## config.mk

```make
export PLATFORM = sky130hd
export DESIGN_NAME = touch_slot_tracker
export DESIGN_NICKNAME = d
export VERILOG_FILES = /design/src/hdl/tsl_pkg.sv /design/src/hdl/touch_slot_tracker.sv
export SDC_FILE = /design/constraint.sdc
export NUM_CORES = 1
export LEC_CHECK = 0
export ABC_AREA = 1
export BUFFER_PORTS_ARGS = -buffer_cell sky130_fd_sc_hd__buf_4
export CAP_MARGIN = 25
export CELL_PAD_IN_SITES_DETAIL_PLACEMENT = 1
export CELL_PAD_IN_SITES_GLOBAL_PLACEMENT = 1
export CORE_UTILIZATION = 43
export CTS_BUF_LIST = sky130_fd_sc_hd__clkbuf_4 sky130_fd_sc_hd__clkbuf_8
export DETAILED_ROUTE_END_ITERATION = 10
export GPL_ROUTABILITY_DRIVEN = 0
export MAX_ROUTING_LAYER = met4
export PLACE_DENSITY_LB_ADDON = 0.1
export SYNTH_ARGS = -nofsm -noshare
export SYNTH_HDL_FRONTEND = slang
export SYNTH_SLANG_ARGS = --single-unit
```

## constraint.sdc

```tcl
create_clock -name clk -period 8.8 [get_ports clk]
set_input_delay 0.44 -clock clk [delete_from_list [all_inputs] [get_ports clk]]
set_output_delay 0.44 -clock clk [all_outputs]
set_load 0.01 [all_outputs]
```

## src/hdl/tsl_pkg.sv

```systemverilog
package tsl_pkg;

  localparam int COORD_BITS = 12;
  localparam int ID_BITS    = 16;
  localparam int IDX_BITS   = 3;

  typedef enum logic [1:0] {
    CMD_NEW         = 2'd0,
    CMD_GET         = 2'd1,
    CMD_RELEASE     = 2'd2,
    CMD_RELEASE_ALL = 2'd3
  } cmd_t;

  typedef enum logic [1:0] {
    ST_IDLE,
    ST_SCAN,
    ST_HOLD
  } state_t;

  typedef struct packed {
    cmd_t                  command;
    logic [COORD_BITS-1:0] pos_x;
    logic [COORD_BITS-1:0] pos_y;
    logic [ID_BITS-1:0]    release_id;
  } req_t;

  typedef struct packed {
    logic                  found;
    logic [IDX_BITS-1:0]   slot_index;
    logic [ID_BITS-1:0]    slot_touch_id;
    logic [COORD_BITS-1:0] slot_x;
    logic [COORD_BITS-1:0] slot_y;
  } res_t;

endpackage

```

## src/hdl/touch_slot_tracker.sv

```systemverilog
// touch slot tracker
// a request carries one command: new touch, find touch, release id or release all.
// requests come in on req/req_valid/req_ready, one result per request leaves on
// res/res_valid/res_ready.
// a request is taken only while the tracker is idle. one shared compare unit then
// visits the slots one per cycle, lowest slot first, up to all MAX_TOUCHES of them, and
// the result is then loaded into the output register.
// new touch stops at the first free slot and find touch at the first exact match,
// so those finish early when a slot low in the table answers.
// req_ready comes back when the result is loaded, so a new request is taken only
// once the tracker is through with the last one.
// the result sits in an output register, so the next request is taken while a
// finished result still waits; if the receiver stalls longer, the following result
// waits in the tracker and req_ready stays low until the output register frees.
// reset frees all slots, clears the id counter and drops res_valid.
module touch_slot_tracker
  import tsl_pkg::*;
#(
  parameter int MAX_TOUCHES = 8
) (
  input  logic clk,
  input  logic rst,
  input  logic req_valid,
  output logic req_ready,
  input  req_t req,
  output logic res_valid,
  input  logic res_ready,
  output res_t res
);

  localparam int SLOT_W = (MAX_TOUCHES > 1) ? $clog2(MAX_TOUCHES) : 1;
  localparam logic [SLOT_W-1:0] LAST_SLOT = SLOT_W'(MAX_TOUCHES - 1);

  state_t state, state_next;

  logic [MAX_TOUCHES-1:0] active;
  logic [ID_BITS-1:0]     slot_id [MAX_TOUCHES];
  logic [COORD_BITS-1:0]  slot_px [MAX_TOUCHES];
  logic [COORD_BITS-1:0]  slot_py [MAX_TOUCHES];
  logic [ID_BITS-1:0]     id_counter;

  req_t                  cur;
  logic [SLOT_W-1:0]     scan;
  logic [1:0]            count;
  logic                  r_found;
  logic [IDX_BITS-1:0]   r_idx;
  logic [ID_BITS-1:0]    r_id;
  logic [COORD_BITS-1:0] r_x;
  logic [COORD_BITS-1:0] r_y;

  // shared compare unit on the slot under the scan pointer
  logic                  act;
  logic                  coord_eq;
  logic                  id_eq;
  logic                  last;
  logic                  step_done;
  logic [1:0]            count_next;
  logic                  out_free;

  always_comb begin
    act        = active[scan];
    coord_eq   = (slot_px[scan] == cur.pos_x) && (slot_py[scan] == cur.pos_y);
    id_eq      = (slot_id[scan] == cur.release_id);
    last       = (scan == LAST_SLOT);
    count_next = (act && count != 2'd2) ? count + 2'd1 : count;
    out_free   = !res_valid || res_ready;
    unique case (cur.command)
      CMD_NEW:         step_done = !act || last;
      CMD_GET:         step_done = (act && coord_eq) || last;
      CMD_RELEASE:     step_done = last;
      CMD_RELEASE_ALL: step_done = last;
      default:         step_done = last;
    endcase
  end

  always_ff @(posedge clk) begin
    if (rst) begin
      state <= ST_IDLE;
    end else begin
      state <= state_next;
    end
  end

  always_comb begin
    state_next = state;
    req_ready  = 1'b0;
    unique case (state)
      ST_IDLE: begin
        req_ready = 1'b1;
        if (req_valid) state_next = ST_SCAN;
      end
      ST_SCAN: begin
        if (step_done) state_next = ST_HOLD;
      end
      ST_HOLD: begin
        if (out_free) state_next = ST_IDLE;
      end
      default: state_next = ST_IDLE;
    endcase
  end

  always_ff @(posedge clk) begin
    if (rst) begin
      active     <= '0;
      id_counter <= '0;
      res_valid  <= 1'b0;
    end else begin
      // in hold the result load below decides res_valid
      if (res_valid && res_ready && state != ST_HOLD) res_valid <= 1'b0;
      unique case (state)
        ST_IDLE: begin
          if (req_valid) begin
            cur     <= req;
            scan    <= '0;
            count   <= 2'd0;
            r_found <= 1'b0;
            r_idx   <= '0;
            r_id    <= '0;
            r_x     <= '0;
            r_y     <= '0;
          end
        end
        ST_SCAN: begin
          scan <= scan + SLOT_W'(1);
          unique case (cur.command)
            CMD_NEW: begin
              if (!act) begin
                active[scan]  <= 1'b1;
                slot_id[scan] <= id_counter;
                slot_px[scan] <= cur.pos_x;
                slot_py[scan] <= cur.pos_y;
                id_counter    <= id_counter + ID_BITS'(1);
                r_found       <= 1'b1;
                r_idx         <= IDX_BITS'(scan);
                r_id          <= id_counter;
                r_x           <= cur.pos_x;
                r_y           <= cur.pos_y;
              end
            end
            CMD_GET: begin
              count <= count_next;
              // an exact match wins; otherwise keep the first active slot in case
              // it turns out to be the only one
              if ((act && coord_eq) || (act && count == 2'd0)) begin
                r_idx <= IDX_BITS'(scan);
                r_id  <= slot_id[scan];
                r_x   <= slot_px[scan];
                r_y   <= slot_py[scan];
              end
              if (act && coord_eq) begin
                r_found <= 1'b1;
              end else if (last) begin
                r_found <= (count_next == 2'd1);
              end
            end
            CMD_RELEASE: begin
              if (act && id_eq) begin
                active[scan] <= 1'b0;
                r_found      <= 1'b1;
              end
            end
            CMD_RELEASE_ALL: begin
              if (act) begin
                active[scan] <= 1'b0;
                r_found      <= 1'b1;
              end
            end
            default: ;
          endcase
        end
        ST_HOLD: begin
          if (out_free) begin
            res_valid         <= 1'b1;
            res.found         <= r_found;
            res.slot_index    <= r_found ? r_idx : '0;
            res.slot_touch_id <= r_found ? r_id : '0;
            res.slot_x        <= r_found ? r_x : '0;
            res.slot_y        <= r_found ? r_y : '0;
          end
        end
        default: ;
      endcase
    end
  end

  a_scan_range: assert property (@(posedge clk) disable iff (rst)
    state == ST_SCAN |-> scan <= LAST_SLOT)
    else $error("scan pointer past last slot");

  a_res_after_hold: assert property (@(posedge clk) disable iff (rst)
    $rose(res_valid) |-> $past(state) == ST_HOLD)
    else $error("result raised outside hold state");

  a_id_advance: assert property (@(posedge clk) disable iff (rst)
    !$past(rst) && id_counter != $past(id_counter)
      |-> $past(state) == ST_SCAN && $past(cur.command) == CMD_NEW && !$past(act))
    else $error("id counter moved without an allocation");

  a_release_all_empty: assert property (@(posedge clk) disable iff (rst)
    state == ST_HOLD && cur.command == CMD_RELEASE_ALL |-> active == '0)
    else $error("slots still active after release all");

endmodule
```

-- Word level (Yosys, flattened, before mapping)
Memories as Yosys holds them, arrays and structs flattened. A register that Yosys moved wholly into a read port is not among the register bits.
Index checks and enable logic that the tools add are counted.
- bits in registers: 162
- memory bits (writable): 320
- output and inout port bits: 46
- word-level logic and storage cells: 144
- memories: 3
- memory list (memory ; depth ; bits a word ; read ports ; clocked after Yosys merged registers in ; wr ports ; line ; source):
    slot_id ; 8 ; 16 ; 1 ; 1 ; 1 ; touch_slot_tracker.sv:37 ; logic [ID_BITS-1:0] slot_id [MAX_TOUCHES];
    slot_px ; 8 ; 12 ; 1 ; 1 ; 1 ; touch_slot_tracker.sv:38 ; logic [COORD_BITS-1:0] slot_px [MAX_TOUCHES];
    slot_py ; 8 ; 12 ; 1 ; 1 ; 1 ; touch_slot_tracker.sv:39 ; logic [COORD_BITS-1:0] slot_py [MAX_TOUCHES];
- add/sub/neg operators: 3
- order comparisons: 2
- equality and inequality tests: 25
- mux-type cells: 57
- bitwise logic cells: 5
- reduce and logical (&&, ||, !) cells: 29
- operators with widths (kind ; number):
    one-hot mux 12 bit (2 select lines) ; 4
    one-hot mux 16 bit (2 select lines) ; 2
    two-way mux 12 bit ; 5
    two-way mux 16 bit ; 3
    == test 12 bit ; 2
    two-way mux 8 bit ; 3
    one-hot mux 8 bit (3 select lines) ; 1
    two-way mux 3 bit ; 6
    one-hot mux 3 bit (2 select lines) ; 3
    two-way mux 1 bit ; 17
    adder 16 x 1 -> 16 bit (second input constant) ; 1
    == test 16 bit ; 1
    != test 2 bit (second input constant) ; 8
    AND reduction 3 bit ; 5
    two-way mux 2 bit ; 6
    != test 3 bit (second input constant) ; 4
    AND 8 bit ; 1
    logical AND 1 bit ; 8
    inverter 8 bit ; 1
    OR 8 bit ; 1
    AND reduction 7 bit ; 1
    == test 2 x 1 -> 1 bit (second input constant) ; 3
    == test 2 bit (second input constant) ; 3
    logical NOT 2 bit ; 3
    24 further kinds ; 29

-- Depth between registers and ports, before layout
Gate-level depths: netlist of run 1.
- depth in word-level cells: 9
- mapped depth: 20
- gate-level depth less buffers: 17

-- Least setup slack after synthesis of run 1
No wires, ideal clock.
- path type: reg-to-reg
- from: register scan[0]
- to: memory slot_id[4][0] (enable)
- setup time: 537 ps
- arrival time: 5122 ps
- required time: 8263 ps
- path slack: 3141 ps
- stages on the path, launching flop included: 13
- path buffers: 1
- period minus slack after synthesis: 5659 ps
- cell sequence: edfxtp_1 buf_2 nand2_1 o21ai_0 nand2_1 nand2_1 nand2_1 nand2_2 inv_2 nand3_2 inv_2 nand2_1 nor4_1
- cells in the longest elaborated chain, start to end: 7
- RTL lines (element ; line ; source):
    start, declared ; touch_slot_tracker.sv:43 ; logic [SLOT_W-1:0] scan;
    start signal, assigned ; touch_slot_tracker.sv:124 ; scan <= scan + SLOT_W'(1);
    binary-select mux 1 bit (select 3 bit) ; touch_slot_tracker.sv:61 ; act = active[scan];
    two-way mux 1 bit (implied by the code) ; touch_slot_tracker.sv:61 ;
    two-way mux 1 bit ; touch_slot_tracker.sv:127 ; if (!act) begin
    two-way mux 1 bit ; touch_slot_tracker.sv:125 ; unique case (cur.command)
    two-way mux 1 bit ; touch_slot_tracker.sv:110 ; unique case (state)
    two-way mux 1 bit ; touch_slot_tracker.sv:103 ; if (rst) begin
    two-way mux 1 bit (implied by the code) ; touch_slot_tracker.sv:129 ; slot_id[scan] <= id_counter;
    end, declared ; touch_slot_tracker.sv:37 ;
Several ways; a longest one is shown, not always the timed one. The select of a mux whose other input is x is not followed.

==> impl_metrics.py, run 1 <==
metrics = {
    "global_routing": {
        "track_usage": 0.2588,
        "overflow": 0,
        "antenna_found_initial": 1,
        "grt_max_degree": 93,
        "grt_pass1_vias": 14867,
        "grt_pass1_wl_microns": 89170,
    },
    "worst_setup_path": {
        "path_common_cell": "nand2_1",
        "crit_fanout": 92,
        "critPathLaunchType": "flop",
        "max_stage_delay_ns": 0.70,
        "slowest_stage": "buf_4",
        "path_cells": "inv_6 > buf_4 > nand2_1 > nand2_1 > nand2_1 > nand3_1 > nand2_1 > nand2_1 > and3_1 > nand2_1 > nor2_1 > nand3_1 > nand2_1 > nand3_1 > a21oi_4 > buf_4",
        "cp.required_ns": 9.05,
        "worstPathArrival_ns": 4.52,
        "cp_top_family": "buffers and inverters",
        "ff2ff_setup_slack_ns": 4.54,
        "critPathCaptureType": "flop",
        "worstSetupPathType": "flop to flop",
        "critPathBufInv": 3,
        "r2r_cells": 16,
        "reg2reg_to": "r_y[2]$_SDFFCE_PN0P_",
    },
    "worst_hold_path": {
        "hold_path_class": "input port to flop",
        "worstHoldEndpoint": "res_valid$_SDFF_PP0_",
        "min-delay-start": "res_ready",
        "hold_path_depth": 3,
    },
    "routing": {
        "drc": 8,
        "via_count": 14276,
        "wirelength_microns": 58760,
        "wl_per_cell_microns": 21.78,
        "postRouteAntennaNets": 0,
        "viasPerCell": 5.291,
        "drtIter0Drc": 861,
        "first_pass_iters": 8,
    },
    "clock_network": {
        "insertion_delay_ns": 0.65,
        "cts_root_buffer": "clkbuf_8",
        "cts_tree": "done",
        "htreeDepth": 3,
        "ctsLongestPathBuffers": 3,
        "numCtsBuffers": 84,
        "clk_pin_slew_ns": 0.05,
        "cts_setup_buffers": 0,
        "cts.sinks": 485,
        "cts_resized": 0,
    },
    "final_layout": {
        "fill_cells": 5035,
        "final_cell_mix": "edfxtp_1 (455), nand2_1 (406), nor2_1 (276)",
        "antenna_cells": 0,
        "final_cells": 2698,
        "drive_gt1_frac": 0.1334,
        "fin_nets": 2080,
        "design_area_sq_um": 23630,
        "area_growth_pct": 16.05,
        "mostFrequentLayoutCell": "edfxtp_1",
    },
    "timing": {
        "finClkSkew_ns": 0.03087,
        "tns_ns": 0,
        "grt_setup_unrepaired": "false",
        "maxSlewViolCount": 0,
        "worst_hold_slack_ns": 0.1512,
        "finalSetupViolCount": 0,
        "fmax_mhz": 234.5,
        "fin_crit_ns": 4.264,
        "setup_ws_ns": 4.536,
        "tightest_slew_ns": 0.9421,
        "hold_viol_final": 0,
        "relSlewSlack": 0.3704,
        "min_period_over_period": 0.4845,
    },
    "floorplanning": {
        "io_pins": 92,
        "start_util": 0.4364,
        "die_y_microns": 219.6,
        "dieWidth_microns": 219.6,
        "num_rows": 79,
        "die_area_sq_um": 48220,
        "core_sq_um": 46650,
    },
    "synth": {
        "syn-instance-count": 1868,
        "yosys_warnings": 0,
        "synth_top_area_frac": 0.6711,
        "synth-edff-count": 455,
        "ys.flop_type": "edfxtp_1",
        "synthArstFlopShare": 0,
        "synth_area_leaders": "edfxtp_1 (67%), nand2_1 (7.5%), nor2_1 (5.1%)",
        "yosysSeqAreaShare": 0.7005,
        "synth_cell_types": 32,
        "synth_fp_nets": 1919,
        "syn_area_sq_um": 20360,
        "synth_seq_cells": 485,
        "postSynthAreaPerCell_sq_um": 10.90,
        "synth_top_area_cell": "edfxtp_1",
    },
    "power_and_ir_drop": {
        "p_leak_nw": 9.356,
        "power_density_nw_per_um2": 224.5,
        "max-vdd-ir-drop_mv": 0.1281,
    },
    "outcome": {
        "status": "finished, violations left",
        "violations": "design-rule violations",
    },
    "placement": {
        "numPlacedInstances": 2508,
        "dp_hpwl_microns": 34610,
        "placedInstanceArea_sq_um": 21600,
        "io_buffers": 91,
        "pre_cts_slack_ns": 4.528,
    },
    "job": {
        "drv_cap": 0,
    },
}
==> final cells by class <==
type,instances,area (sq um),area share
inverters,200,755.7,0.03198
repair buffers,161,1311,0.05550
clock inverters,20,86.33,0.003654
flip-flops and latches,485,14270,0.6041
clock buffers,128,1524,0.06450
well taps,607,759.5,0.03214
multi-input cells,1097,4918,0.2082
==> worst reg2reg max path: cells and delay by family, from the launching register on <==
kind	cells	cell delay (ns)
flip-flops	1	0.41
buffers and inverters	3	1.88
AND/OR/NAND/NOR	12	1.44
AO/OA/AOI/OAI	1	0.14
==> sequential cells by signal (all words and copies together) (netlist names), named ones only <==
signal / cells
id_counter: 16
r_y: 12
cur: 42
r_idx: 3
slot_py: 96
slot_px: 96
r_found: 1
slot_id: 128
r_x: 12
state: 2
count: 2
r_id: 16
res: 44
res_valid: 1
scan: 3
==> cell families after synthesis <==
kind of cell             share of synthesized area
buffers and inverters                      0.06157
AND/OR/NAND/NOR                             0.1798
XOR/XNOR                                 0.0004302
AO/OA/AOI/OAI                              0.05457
flip-flops                                  0.7005
adder cells (fa/ha/maj)                   0.003073
==> where the power goes <==
group,leakage [nW],internal (W),switching (W)
registers,4.57,0.00258,0.0000561
logic,3.92,0.000200,0.000477
clock network,0.857,0.00109,0.000897
total,9.36,0.00388,0.00143
==> how the worst max path moves through the flow <==
stage / cells past startpoint / slack, ns / startpoint / end
detailed placement: 17 / 4.53 / flop / r_id[9]$_SDFFCE_PN0P_
CTS: 17 / 4.52 / flop / r_x[7]$_SDFFCE_PN0P_
global route: 17 / 4.20 / flop / r_x[7]$_SDFFCE_PN0P_
floorplan: 12 / 3.14 / scan[0]$_DFFE_PP_ / slot_id[4][0]$_DFFE_PP_
global placement: 17 / 4.61 / flop / r_y[7]$_SDFFCE_PN0P_
finish: 16 / 4.54 / flop / r_y[2]$_SDFFCE_PN0P_
==> routing by layer <==
metal | vias up | global-route usage | share of wire
li1 | 6660 | - | -
met1 | 7201 | 0.3302 | 0.44
met2 | 316 | 0.4265 | 0.49
met3 | 99 | 0.03989 | 0.041
met4 | 0 | 0.07885 | 0.026
met5 | - | - | 0
==> cell usage after synthesis, types with 5 or more instances <==
library cell  number
nor2_2             5
nand4_1           13
o22ai_1           37
buf_2             22
inv_1            192
nand3_1          142
dfxtp_1           30
buf_6             15
buf_4             10
nor4_1            12
nor2_1           277
o21ai_1           27
a21oi_1           22
o211ai_1          10
nand3b_1          10
nand2_1          406
ha_1               5
clkbuf_1          35
edfxtp_1         455
o21ai_0          104
nor3_1            16
==> timing repair <==
action                                  in CTS  in global routing
hold endpoints to repair                    42                  0
endpoints found under the setup margin       0                  0
hold buffers                                42                  0
==> per-stage QoR <==
step / util / power (W)
4_1_cts: 0.5064 / 0.005357
3_3_place_gp: 0.4628 / 0.003330
2_1_floorplan: - / 0.003116
3_5_place_dp: 0.4629 / 0.003350
6_report: 0.5064 / 0.005305
5_1_grt: 0.5064 / 0.005521
(Power assumes the default switching activity.)
==> run 2: changes to the inputs <==
- clock period: 8.8 -> 3.8 ns (I/O delays scaled with it)
==> run 2 against run 1 <==
Net effect: the flow still finishes with violations (design-rule violations); die area stayed put; total power is 140% higher; utilization is 1.0 points higher; global-route usage is 0.62 points higher; routed wire length is 2.8% higher; first-iteration DRC count is 15% higher; fmax is 28% higher; clock skew is 0.013 ns higher; via count is 1.6% higher; clock power is 140% higher; sequential share of layout area is 1.2 points lower; critical path type unchanged; largest cell class unchanged.
==> impl_metrics.py, run 2 (synthesized netlist as in run 1, its figures left out) <==
metrics = {
    "outcome": {
        "status": "finished, violations left",
        "violations": "design-rule violations",
    },
    "floorplanning": {
        "start_util": 0.4364,
        "num_rows": 79,
        "core_sq_um": 46650,
        "io_pins": 92,
        "die_area_sq_um": 48220,
        "die_y_microns": 219.6,
        "dieWidth_microns": 219.6,
    },
    "worst_setup_path": {
        "crit_fanout": 20,
        "cp.required_ns": 4.10,
        "critPathCaptureType": "flop",
        "worstSetupPathType": "flop to flop",
        "path_cells": "inv_1 > nand2_1 > nand2_1 > nand2_1 > nand2_2 > inv_2 > nand3_2 > inv_2 > nand2_1 > buf_4 > nor4_4 > buf_4",
        "max_stage_delay_ns": 0.77,
        "critPathBufInv": 5,
        "cp_top_family": "buffers and inverters",
        "critPathLaunchType": "flop",
        "ff2ff_setup_slack_ns": 0.46,
        "slowest_stage": "edfxtp_1",
        "path_common_cell": "nand2_1",
        "worstPathArrival_ns": 3.64,
    },
    "final_layout": {
        "reg_top3": "slot_id x128, slot_px x96, slot_py x96",
        "antenna_cells": 0,
        "largest_register_ffs": 128,
        "area_growth_pct": 18.42,
        "drive_gt1_frac": 0.1418,
        "final_cell_mix": "edfxtp_1 (455), nand2_1 (406), nor2_1 (276)",
        "mostFrequentLayoutCell": "edfxtp_1",
        "fin_nets": 2100,
        "design_area_sq_um": 24110,
        "regMostFlops": "slot_id",
    },
    "power_and_ir_drop": {
        "power_density_nw_per_um2": 518.2,
        "totalPowerFinal_w": 0.01250,
        "max-vdd-ir-drop_mv": 0.2871,
        "p_leak_nw": 9.551,
    },
    "placement": {
        "placedInstanceArea_sq_um": 22010,
        "io_buffers": 91,
        "dp_hpwl_microns": 36250,
        "pre_cts_slack_ns": 0.4714,
    },
    "clock_network": {
        "cts_tree": "done",
        "clk_pin_slew_ns": 0.06,
        "cts_setup_buffers": 0,
        "ctsLongestPathBuffers": 3,
        "cts_hold_buffers": 45,
        "htreeDepth": 3,
        "insertion_delay_ns": 0.69,
        "cts.sinks": 485,
        "numCtsBuffers": 83,
        "cts_root_buffer": "clkbuf_8",
        "cts_resized": 0,
    },
    "routing": {
        "wl_per_cell_microns": 22.17,
        "first_pass_iters": 8,
        "postRouteAntennaNets": 0,
        "wirelength_microns": 60380,
        "drtIter0Drc": 993,
        "viasPerCell": 5.328,
        "via_count": 14507,
        "drc": 4,
    },
    "timing": {
        "worst_hold_slack_ns": 0.2176,
        "finalSetupViolCount": 0,
        "grt_setup_unrepaired": "false",
        "setup_ws_ns": 0.4571,
        "tns_ns": 0,
        "relSlewSlack": 0.2868,
        "hold_viol_final": 0,
        "fmax_mhz": 299.1,
        "min_period_over_period": 0.8797,
        "fin_crit_ns": 3.343,
        "maxSlewViolCount": 0,
        "tightest_slew_ns": 1.067,
        "finClkSkew_ns": 0.04416,
    },
    "global_routing": {
        "overflow": 0,
        "grt_pass1_vias": 14932,
        "antenna_found_initial": 0,
        "grt_pass1_wl_microns": 91090,
        "track_usage": 0.2650,
        "grt_max_degree": 98,
    },
    "job": {
        "drv_cap": 0,
    },
    "worst_hold_path": {
        "hold_path_class": "input port to flop",
    },
}
[run 2: per-layer routing]
| layer | up-vias | global-route usage | wire [microns] |
|---|---|---|---|
| li1 | 6707 | - | - |
| met1 | 7345 | 0.3394 | 26980 |
| met2 | 354 | 0.4368 | 29540 |
| met3 | 101 | 0.04099 | 2375 |
| met4 | 0 | 0.07701 | 1485 |
| met5 | - | - | 0 |
[run 2: worst paths after layout]
kind                                                end  cells past startpoint                 start
worst max-delay path            slot_px[3][8]$_DFFE_PP_                     12     scan[1]$_DFFE_PP_
worst max register to register  slot_px[3][8]$_DFFE_PP_                     12     scan[1]$_DFFE_PP_
worst min-delay path                   cur[4]$_DFFE_PP_                      2                req[4]
worst min register to register    res[18]$_SDFFCE_PN0P_                      2  r_x[6]$_SDFFCE_PN0P_
[run 2: worst register-to-register path, cell delays in order, from the launching register on]
cell and delay (ns):
edfxtp_1 0.77, inv_1 0.20, nand2_1 0.12, nand2_1 0.05
nand2_1 0.06, nand2_2 0.20, inv_2 0.15, nand3_2 0.19
inv_2 0.18, nand2_1 0.08, buf_4 0.22, nor4_4 0.27
buf_4 0.47
[run 2: metrics by stage]
| stage | util | instances |
|---|---|---|
| after global placement | 0.4718 | 2526 |
| after floorplan | - | 1868 |
| after CTS | 0.5168 | 2723 |
| after detailed placement | 0.4718 | 2526 |
| final | 0.5168 | 2723 |
| after global routing | 0.5168 | 2723 |
[run 2: area by class of cell]
class / count / area, sq um
sequential: 485 / 14270
inverter: 200 / 753.2
tap: 607 / 759.5
clock buffer: 125 / 1520
multi-input combinational: 1097 / 4997
fill: 5018 / 22540
timing repair buffer: 182 / 1679
clock inverter: 27 / 130.1
[run 2: report_power, final]
part / switching [W] / internal (W)
combinational: 0.00117 / 0.000528
sequential: 0.000110 / 0.00597
clock: 0.00216 / 0.00256
==> run 3: changes to the inputs <==
- MAX_ROUTING_LAYER: met4 -> default
==> run 3 against run 2 <==
Net effect: the run still ends with design-rule violations left; utilization unchanged; non-clock buffer count unchanged; final cell count unchanged; clock power about the same; first-iteration DRC count up 0.40%; worst hold slack better by 0.0027 ns; sequential power about the same; count of clock-buffer cells in the layout unchanged; via count down 0.36%; global-route usage down 0.78 points; total power about the same; critical path depth unchanged; critical endpoint unchanged; largest cell class unchanged.
==> impl_metrics.py, run 3 (synthesized netlist as in run 1, its figures left out) <==
metrics = {
    "power_and_ir_drop": {
        "p_leak_nw": 9.551,
        "power_density_nw_per_um2": 518.3,
        "max-vdd-ir-drop_mv": 0.2881,
    },
    "routing": {
        "via_count": 14455,
        "first_pass_iters": 8,
        "postRouteAntennaNets": 0,
        "wl_per_cell_microns": 22.18,
        "drc": 4,
        "wirelength_microns": 60380,
        "drtIter0Drc": 997,
        "viasPerCell": 5.308,
    },
    "clock_network": {
        "cts_resized": 0,
        "numCtsBuffers": 83,
        "clk_pin_slew_ns": 0.06,
        "cts_root_buffer": "clkbuf_8",
        "ctsLongestPathBuffers": 3,
        "cts.sinks": 485,
        "insertion_delay_ns": 0.69,
        "cts_tree": "done",
        "htreeDepth": 3,
    },
    "timing": {
        "min_period_over_period": 0.8769,
        "hold_viol_final": 0,
        "tightest_slew_ns": 1.062,
        "maxSlewViolCount": 0,
        "fmax_mhz": 300.1,
        "grt_setup_unrepaired": "false",
        "fin_crit_ns": 3.332,
        "finalSetupViolCount": 0,
        "finClkSkew_ns": 0.04376,
        "worst_hold_slack_ns": 0.2203,
        "relSlewSlack": 0.2901,
    },
    "placement": {
        "io_buffers": 91,
        "dp_hpwl_microns": 36250,
    },
    "worst_setup_path": {
        "critPathLaunchType": "flop",
        "critPathCaptureType": "flop",
        "slowest_stage": "edfxtp_1",
        "path_common_cell": "nand2_1",
        "crit_fanout": 20,
        "path_cells": "inv_1 > nand2_1 > nand2_1 > nand2_1 > nand2_2 > inv_2 > nand3_2 > inv_2 > nand2_1 > buf_4 > nor4_4 > buf_4",
        "cp.required_ns": 4.10,
        "rr_startpoint": "scan[1]$_DFFE_PP_",
        "worstSetupPathType": "flop to flop",
        "crit_path_start": "scan[1]$_DFFE_PP_",
        "max_stage_delay_ns": 0.77,
        "worstPathArrival_ns": 3.63,
    },
    "floorplanning": {
        "num_rows": 79,
        "core_sq_um": 46650,
        "die_area_sq_um": 48220,
        "dieWidth_microns": 219.6,
        "die_y_microns": 219.6,
        "io_pins": 92,
        "start_util": 0.4364,
    },
    "outcome": {
        "violations": "design-rule violations",
        "status": "finished, violations left",
    },
    "final_layout": {
        "regArea_sq_um": 14270,
        "final_util": 0.5168,
        "antenna_cells": 0,
        "mostFrequentLayoutCell": "edfxtp_1",
        "reg_top3": "slot_id x128, slot_px x96, slot_py x96",
        "fill_cells": 5018,
        "largest_register_ffs": 128,
        "drive_gt1_frac": 0.1418,
        "regMostFlops": "slot_id",
        "multi_input_area_sq_um": 4997,
        "area_growth_pct": 18.42,
        "final_cell_mix": "edfxtp_1 (455), nand2_1 (406), nor2_1 (276)",
        "fin_nets": 2100,
    },
    "global_routing": {
        "grt_max_degree": 98,
        "overflow": 0,
        "track_usage": 0.2572,
        "grt_pass1_wl_microns": 91020,
        "antenna_found_initial": 0,
        "grt_pass1_vias": 14924,
    },
    "worst_hold_path": {
        "min-delay-start": "req[4]",
        "hold_path_class": "input port to flop",
    },
    "job": {
        "drv_cap": 0,
    },
}
-- run 3: cell counts in the layout (fill, tap and decap cells not counted) --
No cell type changed its count.
-- run 3: final timing paths --
path | endpoint | depth (start not counted) | slack (ns)
max reg2reg | slot_px[3][8]$_DFFE_PP_ | 12 | 0.47
min | cur[4]$_DFFE_PP_ | 2 | 0.22
max | slot_px[3][8]$_DFFE_PP_ | 12 | 0.47
min reg2reg | res[18]$_SDFFCE_PN0P_ | 2 | 0.51
-- run 3: metrics by stage --
stage / power (W) / cells / instance area, sq um / TNS, ns / worst slack (ns)
floorplan: 0.007220 / 1868 / 20440 / -96.94 / -0.4039
global placement: 0.007804 / 2526 / 22010 / 0 / 0.5373
detailed placement: 0.007857 / 2526 / 22010 / 0 / 0.4714
CTS: 0.01261 / 2723 / 24110 / 0 / 0.4604
global route: 0.01301 / 2723 / 24110 / 0 / 0.2683
finish: 0.01250 / 2723 / 24110 / 0 / 0.4678
-- run 3: layer usage --
| metal | vias up | wire length (microns) | global-route usage | part of all wire |
|---|---|---|---|---|
| met1 | 7332 | 27150 | 0.3397 | 0.45 |
| li1 | 6711 | - | - | - |
| met2 | 324 | 29580 | 0.4366 | 0.49 |
| met5 | - | 0 | 0 | 0 |
| met3 | 88 | 2280 | 0.04099 | 0.038 |
| met4 | 0 | 1384 | 0.07609 | 0.023 |
-- run 3: layout make-up --
| cell class | instances | share of cell area |
|---|---|---|
| flip-flops and latches | 485 | 0.5919 |
| multi-input cells | 1097 | 0.2073 |
| repair buffers | 182 | 0.06964 |
| clock buffers | 125 | 0.06305 |
| well taps | 607 | 0.03150 |
| inverters | 200 | 0.03124 |
| clock inverters | 27 | 0.005397 |
-- run 3: repair_timing --
action,CTS,global route
buffers inserted,0,0
endpoints found under the hold margin,50,0
hold buffers,45,0
-- run 3: power breakdown --
part / switching, W / leakage [nW] / internal, W
Combinational: 0.00117 / 4.10 / 0.000528
Clock: 0.00216 / 0.879 / 0.00256
Sequential: 0.000110 / 4.57 / 0.00597
-- run 3: critical path, delay by kind of cell, from the launching register on --
family / cells / cell delay (ns)
buffers and inverters: 5 / 1.21
flip-flops: 1 / 0.77
AND/OR/NAND/NOR: 7 / 0.96
